<file path="config.mk">
export PLATFORM = sky130hd
export DESIGN_NAME = slqe_div
export DESIGN_NICKNAME = d
export VERILOG_FILES = /design/src/hdl/slqe_pkg.sv /design/src/hdl/slqe_div.sv
export SDC_FILE = /design/constraint.sdc
export NUM_CORES = 1
export LEC_CHECK = 0
export ABC_AREA = 1
export BUFFER_PORTS_ARGS = -buffer_cell sky130_fd_sc_hd__buf_2
export CORE_MARGIN = 2
export CORE_UTILIZATION = 51
export CTS_CLUSTER_DIAMETER = 80
export DETAILED_ROUTE_END_ITERATION = 7
export PLACE_DENSITY_LB_ADDON = 0.3
export SYNTH_ARGS = -nofsm -noshare
export SYNTH_HDL_FRONTEND = slang
export SYNTH_SLANG_ARGS = --single-unit
</file>
<file path="constraint.sdc">
create_clock -name i_clk -period 2.2 [get_ports i_clk]
set_input_delay 0.44 -clock i_clk [delete_from_list [all_inputs] [get_ports i_clk]]
set_output_delay 0.44 -clock i_clk [all_outputs]
set_load 0.005 [all_outputs]
</file>
<file path="src/hdl/slqe_pkg.sv">
`timescale 1ns / 1ps
`default_nettype none
// ----------------------------------------------------------------------------
// slqe_pkg: shared constants for the scope line quad expander
// Segment count, divider widths and register map.
// ----------------------------------------------------------------------------
package slqe_pkg;

    localparam int SEGMENTS = 256;
    localparam int SEG_W    = $clog2(SEGMENTS + 1);

    // serial divider: dividend / quotient width, divisor width
    localparam int DIV_NW = 38;
    localparam int DIV_DW = 25;

    localparam int CFG_N   = 8;
    localparam int PADDR_W = 5;

    localparam logic [2:0] REG_ROT_X_XT = 3'd0;
    localparam logic [2:0] REG_ROT_X_YT = 3'd1;
    localparam logic [2:0] REG_ROT_Y_XT = 3'd2;
    localparam logic [2:0] REG_ROT_Y_YT = 3'd3;
    localparam logic [2:0] REG_ROT_Z_XT = 3'd4;
    localparam logic [2:0] REG_ROT_Z_YT = 3'd5;
    localparam logic [2:0] REG_HW_X     = 3'd6;
    localparam logic [2:0] REG_HW_Y     = 3'd7;

endpackage
`default_nettype wire

</file>
<file path="src/hdl/slqe_div.sv">
`timescale 1ns / 1ps
`default_nettype none
// ----------------------------------------------------------------------------
// slqe_div: serial unsigned divider
// Restoring division, one quotient bit per cycle, done pulse at the end.
// ----------------------------------------------------------------------------
module slqe_div (
    input  logic                          i_clk,
    input  logic                          i_rst_n,
    input  logic                          i_start,
    input  logic [slqe_pkg::DIV_NW-1:0]   i_dividend,
    input  logic [slqe_pkg::DIV_DW-1:0]   i_divisor,
    output logic                          o_done,
    output logic [slqe_pkg::DIV_NW-1:0]   o_quot
);
    import slqe_pkg::*;

    localparam int CW = $clog2(DIV_NW + 1);

    logic              r_busy, n_busy;
    logic              r_done, n_done;
    logic [CW-1:0]     r_cnt, n_cnt;
    logic [DIV_DW:0]   r_rem, n_rem;
    logic [DIV_NW-1:0] r_quo, n_quo;
    logic [DIV_DW-1:0] r_div, n_div;
    logic [DIV_DW:0]   w_sh;

    always_comb begin
        w_sh   = {r_rem[DIV_DW-1:0], r_quo[DIV_NW-1]};
        n_busy = r_busy;
        n_done = 1'b0;
        n_cnt  = r_cnt;
        n_rem  = r_rem;
        n_quo  = r_quo;
        n_div  = r_div;
        if (i_start) begin
            n_busy = 1'b1;
            n_cnt  = '0;
            n_rem  = '0;
            n_quo  = i_dividend;
            n_div  = i_divisor;
        end else if (r_busy) begin
            if (w_sh >= {1'b0, r_div}) begin
                n_rem = w_sh - {1'b0, r_div};
                n_quo = {r_quo[DIV_NW-2:0], 1'b1};
            end else begin
                n_rem = w_sh;
                n_quo = {r_quo[DIV_NW-2:0], 1'b0};
            end
            n_cnt = r_cnt + 1'b1;
            if (r_cnt == CW'(DIV_NW - 1)) begin
                n_busy = 1'b0;
                n_done = 1'b1;
            end
        end
    end

    always_ff @(posedge i_clk) begin
        if (!i_rst_n) begin
            r_busy <= 1'b0;
            r_done <= 1'b0;
            r_cnt  <= '0;
        end else begin
            r_busy <= n_busy;
            r_done <= n_done;
            r_cnt  <= n_cnt;
        end
    end

    always_ff @(posedge i_clk) begin
        r_rem <= n_rem;
        r_quo <= n_quo;
        r_div <= n_div;
    end

    assign o_done = r_done;
    assign o_quot = r_quo;

endmodule
`default_nettype wire

</file>
# == Word level (Yosys, flattened, before mapping) ==
# Index checks and enable logic that the tools add are counted.
# totals
romBits,0
output_inout_bits,39
ramBits,0
wordCells,23
reg_bits,96
latchBits,0
input_bits,66
memories,0
# classes
shifts,0
add_sub_neg,2
n_reduce_logical,3
multipliers,0
bitwise,2
magnitude_cmp,1
eq_ne,1
div,0
n_mux,8
# ops
cell,count
$mux 38,2
$ge 26x25->1,1
$mux 25,1
$sub 25x25->25,1
$add 6x1->6 const B,1
$eq 6x6->1 const B,1
$mux 1,5
$reduce_or 3->1,1
$not 1->1,2
$reduce_bool 2->1,1
$reduce_or 2->1,1

# == Logic depth before layout (Yosys ltp) ==
# Gate-level depths: netlist of the first run.
# depth
ltp_word,4
ltp_mapped,15
mapped_depth_nobuf,15

# == Least setup slack after synthesis of the first run ==
# OpenSTA, ideal clock, no wires.
# synth_path
kind,reg2reg
from,reg r_busy
to,reg r_quo[0] (netlist: o_quot[0]) (enable)
setup_ns,0.418
n_path_buf,2
arrival_ns,2.020
period_less_slack_ns,2.438
required_time_ns,1.782
slack_ns,-0.238
path_stages_with_launch,5
path_cell_list,dfxtp_1 clkbuf_1 nor2_1 inv_1 buf_1
# synth_via
elab_chain_cells,1
# synth_rtl
element,line_no,rtl
from (decl),slqe_div.sv:20,"logic r_busy, n_busy;"
from (signal assigned),slqe_div.sv:64,r_busy <= n_busy;
$reduce_bool 2->1 (no source line),-,
to (signal assigned),slqe_div.sv:72,r_quo <= n_quo;
to (decl),slqe_div.sv:24,"logic [DIV_NW-1:0] r_quo, n_quo;"
# Every way passes these cells.
# A chain may end at the register's enable or synchronous reset.

# == Final worst setup path of the first run ==
# layout_path
from,reg r_div[17]
to,reg r_rem[3]
# layout_via
elab_chain_cells,2
# layout_rtl
element,line_no,rtl
from (decl),slqe_div.sv:25,"logic [DIV_DW-1:0] r_div, n_div;"
from (signal assigned),slqe_div.sv:73,r_div <= n_div;
$ge 26x25->1,slqe_div.sv:43,"if (w_sh >= {1'b0, r_div}) begin"
$mux 25,slqe_div.sv:43,
to (signal assigned),slqe_div.sv:71,r_rem <= n_rem;
to (decl),slqe_div.sv:23,"logic [DIV_DW:0] r_rem, n_rem;"
# Every way passes these cells.

==> impl_metrics.py, run 1 <==
metrics = {
    "synthesis": {
        "synth_warnings": 0,
        "synth.ff_latch_count": 96,
        "number_of_different_library_cells_in_the_post_synthesis_netlist": 41,
        "synth_fp_nets": 919,
        "post_synthesis_area_per_instance_um2": 7.25,
        "synthesis.area_um2": 5980,
        "synthesis.instances": 825,
        "ys_seq_area_share_pct": 42.7,
    },
    "clock_network": {
        "htreeDepth": 3,
        "cts_root_buffer": "sky130_fd_sc_hd__clkbuf_16",
        "clockBufferDepth": 2,
        "tritoncts": "built",
        "postCtsSetupBuffers": 0,
        "hold_fix_buffers_cts": 0,
        "cts.clk_slew.worst_paths_ns": 0.07,
        "cts_made_buffers": 9,
        "clock_latency_ns": 0.36,
        "cts.sink_count": 96,
        "cts_resized": 0,
    },
    "cells_and_area": {
        "layout.cell_area.non_filler_um2": 7030,
        "commonest_cells_after_routing_fill_and_taps_aside": "sky130_fd_sc_hd__nand2_1 (332), sky130_fd_sc_hd__inv_1 (141), sky130_fd_sc_hd__buf_2 (104)",
        "fin_nets": 1028,
        "layout.cells.non_filler": 1082,
        "num_antenna_cells": 0,
        "layout-area-overhead-vs-synth_pct": 17.6,
        "post_route_cells_drive_above_1_share_pct": 17.5,
        "most_common_cell_after_layout_fill_and_taps_aside": "sky130_fd_sc_hd__nand2_1",
        "final.fill_count": 1099,
    },
    "setup_path": {
        "r2r_end": "r_rem[3]",
        "critical_path.reg2reg.startpoint": "r_div[17]",
        "crit_path_max_fanout": 14,
        "critical_path_required_ns": 2.40,
        "setup.reg_to_reg.worst_slack_ns": 0.18,
        "criticalPathCategory": "reg -> reg",
        "arrival_ns": 2.23,
        "depth_of_the_worst_register_to_register_path": 11,
        "critPathCaptureType": "register",
        "critical_path.startpoint_type": "register",
    },
    "timing": {
        "worst_clock_skew_ns": 0.0102,
        "layout_setup_ws_ns": 0.175,
        "timing.max_slew.rel_slack_pct": 29.6,
        "clock.fmax_mhz": 494,
        "tightestPinTransition_ns": 1.06,
        "finalHoldViolCount": 0,
        "setup_viol": 0,
        "final_period_minus_worst_setup_slack_ns": 2.02,
        "post-route-period-util_pct": 92.0,
        "timing_max_transition_violations_final": 0,
    },
    "drt": {
        "post-route-drc-count": 0,
        "routed-via-count": 5337,
        "drt-pass1-iter-count": 5,
        "routed_wirelength_um": 14000,
        "wl_per_cell_um": 13.0,
        "drtIter0Drc": 365,
        "avgViaCountPerCell": 4.93,
        "detail-route-antenna-nets": 0,
    },
    "power": {
        "power.switching_fraction_pct": 26.6,
        "power_switching_w": 0.00111,
        "worst_ir_drop_vdd_uv": 635,
        "internal_power_w": 0.00307,
        "leakagePower_nw": 3.75,
        "power.combinational.fraction_pct": 13.3,
        "pwr-share-clk_pct": 36.1,
        "seqPwrFrac_pct": 50.6,
        "power_density_nw_per_um2": 595,
    },
    "placed_design": {
        "pre_cts_ws_ns": 0.0844,
        "portBuffers": 104,
        "post-dp-hpwl_um": 10500,
        "dpl_cell_area_um2": 6700,
        "dp.cells": 1066,
        "gp_routability_congestion": 0.911,
    },
    "global_routing": {
        "grt_first_pass_wirelength_um": 23800,
        "first_global_vias": 5033,
        "grt_start_max_net_pins": 66,
        "globalRouteOverflowTotal": 0,
        "grt_total_usage_pct": 23.5,
        "antenna_found_initial": 0,
    },
    "outcome": {
        "result_of_the_run": "completed",
    },
    "worst_hold_path": {
        "worst_hold_path_type": "in -> reg",
        "timing.hold.worst_endpoint": "r_div[18]",
        "min-delay-start": "i_divisor[18]",
        "worstHoldPathCells": 1,
    },
    "floorplanning": {
        "die_height_um": 112,
        "ios": 105,
        "fp.dieArea_um2": 12600,
        "number_of_standard_cell_rows_in_the_floorplan": 39,
        "floorplan.core_area_um2": 11400,
        "initial_core_util_pct": 52.4,
        "floorplan.die.width_um": 112,
    },
    "job": {
        "number_of_max_cap_violations": 0,
    },
}
==> kinds of logic (layout without fill, tap and decap cells) <==
family / Yosys count / in the layout / share of synthesized area, %
buffers and inverters: 163 / 277 / 10.9
AOI/OAI and AO/OA: 42 / 42 / 4.00
adders and majority gates: 28 / 28 / 5.98
DFF: 96 / 96 / 42.7
xor gates and xnor gates: 8 / 8 / 1.17
and+or+nand+nor: 488 / 488 / 35.2
==> how the worst max path moves through the flow <==
stage,start,end,cells past startpoint
2_1_floorplan,o_quot[37],r_rem[10],11
4_1_cts,o_quot[37],r_rem[3],11
6_report,r_div[17],r_rem[3],11
3_3_place_gp,o_quot[37],r_rem[0],11
5_1_grt,r_div[15],r_rem[23],13
3_5_place_dp,o_quot[37],r_rem[10],11
==> layout make-up <==
| cell class | instances | area, um2 | share of cell area [%] |
|---|---|---|---|
| clock buffer | 9 | 225 | 3.20 |
| multi-input combinational | 566 | 2800 | 39.9 |
| inverter | 144 | 541 | 7.69 |
| clock inverter | 7 | 66.3 | 0.943 |
| timing repair buffer | 117 | 663 | 9.43 |
| sequential | 96 | 2550 | 36.3 |
| tap | 143 | 179 | 2.55 |
==> power by group through the flow <==
stage / Combinational (W) / Clock [W] / Sequential (W)
after floorplan: 0.000310 / 0 / 0.00215
after global placement: 0.000546 / 0 / 0.00215
after detailed placement: 0.000554 / 0 / 0.00215
after CTS: 0.000556 / 0.00155 / 0.00212
after global routing: 0.000631 / 0.00163 / 0.00213
final: 0.000559 / 0.00151 / 0.00212
==> state kept, by name, indices dropped and copies added (netlist names) <==
name,cells
r_cnt,6
r_busy,1
o_done,1
o_quot,38
r_rem,25
r_div,25
==> per-layer routing <==
metal / vias to the layer above / routed length, um / global-route usage, %
li1: 2802 / - / -
met1: 2398 / 6590 / 32.0
met2: 126 / 6370 / 36.9
met3: 11 / 884 / 6.86
met4: 0 / 187 / 6.18
met5: - / 0 / 0
==> synth_stat cells, drive strengths merged <==
cell	n	area [um2]
a211oi	1	7.51
a21oi	19	110
a31oi	1	6.26
and2	1	6.26
buf	10	78.8
clkbuf	9	33.8
clkinv	1	3.75
dfxtp	33	661
edfxtp	63	1890
fa	1	20.0
ha	27	338
inv	143	537
nand2	343	1330
nand3	71	360
nand3b	6	57.6
nand4	12	75.1
nor2	44	206
nor3	8	50.1
nor3b	3	22.5
o211ai	1	7.51
o21ai	17	85.1
o21bai	3	22.5
xnor2	7	61.3
xor2	1	8.76
==> stage by stage <==
stage               TNS [ns]  util [%]  hold slack [ns]  total power (W)
floorplan                  0         -            0.442          0.00246
finish                     0      61.6            0.255          0.00418
CTS                        0      61.2            0.241          0.00422
detailed placement         0      58.7            0.462          0.00271
global placement           0      58.7            0.460          0.00270
global route        -0.00216      61.6            0.230          0.00439
==> critical path, cell delays in order, from the launching register on <==
cell and delay (ns):
sky130_fd_sc_hd__edfxtp_1 0.33, sky130_fd_sc_hd__inv_1 0.04, sky130_fd_sc_hd__ha_1 0.37, sky130_fd_sc_hd__nand2_4 0.16
sky130_fd_sc_hd__inv_1 0.08, sky130_fd_sc_hd__a21oi_2 0.20, sky130_fd_sc_hd__a21oi_4 0.10, sky130_fd_sc_hd__nor2_8 0.18
sky130_fd_sc_hd__buf_6 0.18, sky130_fd_sc_hd__nand3_1 0.08, sky130_fd_sc_hd__nand3_1 0.08, sky130_fd_sc_hd__o21ai_1 0.06
Power figures use the tool's default switching activity.
==> run 2: changes to the inputs <==
--- a/config.mk
+++ b/config.mk
@@ -8,7 +8,7 @@
 export ABC_AREA = 1
 export BUFFER_PORTS_ARGS = -buffer_cell sky130_fd_sc_hd__buf_2
 export CORE_MARGIN = 2
-export CORE_UTILIZATION = 51
+export CORE_UTILIZATION = 57
 export CTS_CLUSTER_DIAMETER = 80
 export DETAILED_ROUTE_END_ITERATION = 7
 export PLACE_DENSITY_LB_ADDON = 0.3
==> constraint.sdc (replaced) <==
create_clock -name i_clk -period 2 [get_ports i_clk]
set_input_delay 0.4 -clock i_clk [delete_from_list [all_inputs] [get_ports i_clk]]
set_output_delay 0.4 -clock i_clk [all_outputs]
set_load 0.005 [all_outputs]
==> impl_metrics.py, run 2 (synthesis results as in run 1) <==
metrics = {
    "outcome": {
        "result_of_the_run": "complete, but fails checks",
        "violations": "negative setup slack",
    },
    "timing": {
        "worst_clock_skew_ns": 0.0108,
        "timing.max_slew.rel_slack_pct": 62.3,
        "tightestPinTransition_ns": 0.566,
        "finalHoldWorstSlack_ns": 0.182,
        "final_period_minus_worst_setup_slack_ns": 2.19,
        "layout_setup_ws_ns": -0.186,
        "setup_viol": 8,
        "timing_max_transition_violations_final": 0,
        "clock.fmax_mhz": 457,
        "setup_repair_after_global_routing_missed_its_margin": "true",
        "finalHoldViolCount": 0,
        "post-route-period-util_pct": 109,
    },
    "setup_path": {
        "most_used_cell_along_the_critical_path": "sky130_fd_sc_hd__nand2_1",
        "crit_path_max_fanout": 4,
        "crit_path_cell_trace": "inv_2 > ha_4 > inv_2 > fa_2 > nand2_1 > nand2_2 > nand3_1 > nand2_2 > nand2_2 > nand3_1 > nand2_1 > nand3_1 > nand2_1 > nand2_1",
        "timing.critical_path.slowest_cell_delay_ns": 0.41,
        "critical_path_required_ns": 2.28,
        "setup.reg_to_reg.worst_slack_ns": -0.19,
        "critical_path.startpoint_type": "register",
        "arrival_ns": 2.47,
        "r2r_end": "r_rem[24]",
        "critPathCaptureType": "register",
        "critical_path.reg2reg.startpoint": "o_quot[37]",
        "crit_slowest_cell": "sky130_fd_sc_hd__edfxtp_1",
        "criticalPathCategory": "reg -> reg",
        "depth_of_the_worst_register_to_register_path": 14,
    },
    "cells_and_area": {
        "largest_register_ff_count": 38,
        "fin_nets": 1083,
        "layout.cells.non_filler": 1130,
        "layout-area-overhead-vs-synth_pct": 36.8,
        "final.fill_count": 668,
        "commonest_cells_after_routing_fill_and_taps_aside": "sky130_fd_sc_hd__nand2_1 (286), sky130_fd_sc_hd__inv_1 (126), sky130_fd_sc_hd__buf_2 (104)",
        "final_core_util_pct": 79.6,
        "post_route_cells_drive_above_1_share_pct": 34.2,
        "most_common_cell_after_layout_fill_and_taps_aside": "sky130_fd_sc_hd__nand2_1",
        "num_antenna_cells": 0,
    },
    "power": {
        "pwr-share-clk_pct": 27.8,
        "power.combinational.fraction_pct": 19.2,
        "worst_ir_drop_vdd_uv": 496,
        "leakagePower_nw": 4.21,
        "power_density_nw_per_um2": 536,
        "power_switching_w": 0.00125,
        "seqPwrFrac_pct": 53.1,
        "power.switching_fraction_pct": 28.6,
        "internal_power_w": 0.00313,
    },
    "placed_design": {
        "dp.cells": 1091,
        "pre_cts_ws_ns": -0.0507,
        "gp_routability_congestion": 0.965,
        "portBuffers": 104,
        "post-dp-hpwl_um": 10700,
    },
    "drt": {
        "routed-via-count": 6064,
        "detail-route-antenna-nets": 0,
        "avgViaCountPerCell": 5.37,
        "routed_wirelength_um": 17300,
        "post-route-drc-count": 0,
        "drtIter0Drc": 465,
        "wl_per_cell_um": 15.4,
        "drt-pass1-iter-count": 6,
    },
    "clock_network": {
        "cts.clk_slew.worst_paths_ns": 0.10,
        "htreeDepth": 3,
        "cts.sink_count": 96,
        "tritoncts": "built",
        "cts_root_buffer": "sky130_fd_sc_hd__clkbuf_8",
        "clock_latency_ns": 0.39,
        "cts_made_buffers": 9,
        "hold_fix_buffers_cts": 0,
        "clockBufferDepth": 2,
    },
    "global_routing": {
        "grt_start_max_net_pins": 47,
        "antenna_found_initial": 0,
        "globalRouteOverflowTotal": 0,
        "first_global_vias": 5344,
        "grt_total_usage_pct": 27.4,
        "grt_first_pass_wirelength_um": 24400,
    },
    "worst_hold_path": {
        "timing.hold.worst_endpoint": "r_div[4]",
        "worst_hold_path_type": "in -> reg",
        "worstHoldPathCells": 1,
        "min-delay-start": "i_divisor[4]",
    },
    "floorplanning": {
        "number_of_standard_cell_rows_in_the_floorplan": 37,
        "ios": 105,
        "floorplan.core_area_um2": 10300,
        "fp.dieArea_um2": 11300,
        "initial_core_util_pct": 58.2,
        "floorplan.die.width_um": 106,
        "die_height_um": 106,
    },
    "job": {
        "number_of_max_cap_violations": 0,
    },
}
[run 2: cell count changes in the layout (fill, tap and decap cells not counted), sizes merged]
cell      before  now
buf          117  166
bufbuf         0    1
clkbuf         9   13
clkinv         5    2
clkinvlp       1    2
nand2        343  346
[run 2: how the worst max path moves through the flow]
stage / slack [ns] / end / depth (start not counted) / start
after floorplan: 0.02 / r_rem[10] / 11 / o_quot[37]
after global placement: 0.02 / r_rem[10] / 11 / o_quot[37]
after detailed placement: -0.05 / o_quot[0] / 9 / o_quot[37]
after CTS: 0.001 / r_rem[23] / 14 / r_div[19]
after global routing: -0.32 / r_rem[24] / 14 / o_quot[37]
final: -0.19 / r_rem[24] / 14 / o_quot[37]
[run 2: repair_timing]
item,CTS,global route
setup endpoints to repair,19,26
resized for setup,22,144
gates cloned,2,4
pin swaps,8,50
setup buffers,6,11
[run 2: layout make-up]
class	instances	area [um2]	share of cell area [%]
Multi-Input combinational cell	569	3560	43.5
Sequential cell	96	2550	31.2
Timing Repair Buffer	169	1170	14.4
Inverter	144	543	6.64
Tap cell	136	170	2.08
Clock buffer	11	141	1.73
Clock inverter	5	40.0	0.490
[run 2: routing by layer]
metal	wire length [um]	track usage, %	vias up
met5	0	0	-
met4	539	10.2	0
met3	1560	6.32	59
met2	8240	43.6	334
met1	7010	36.6	2761
li1	-	-	2910
[run 2: critical path, delay by kind of cell (launching register included)]
kind	cells	cell delay (ns)
and+or+nand+nor	10	1.00
adders and majority gates	2	0.51
DFF	1	0.41
buffers and inverters	2	0.14
[run 2: stage by stage]
step	cell area, um2	total power, W	setup TNS [ns]
floorplan	5990	0.00271	0
CTS	7380	0.00427	0
global placement	6950	0.00302	0
detailed placement	6950	0.00303	-0.390
global route	8180	0.00457	-2.67
finish	8180	0.00438	-0.482
[run 2: power by group through the flow]
stage / clock [W] / combinational (W) / sequential [W]
5_1_grt: 0.00132 / 0.000914 / 0.00234
2_1_floorplan: 0 / 0.000341 / 0.00237
3_3_place_gp: 0 / 0.000654 / 0.00237
3_5_place_dp: 0 / 0.000670 / 0.00236
4_1_cts: 0.00124 / 0.000704 / 0.00232
6_report: 0.00122 / 0.000840 / 0.00233
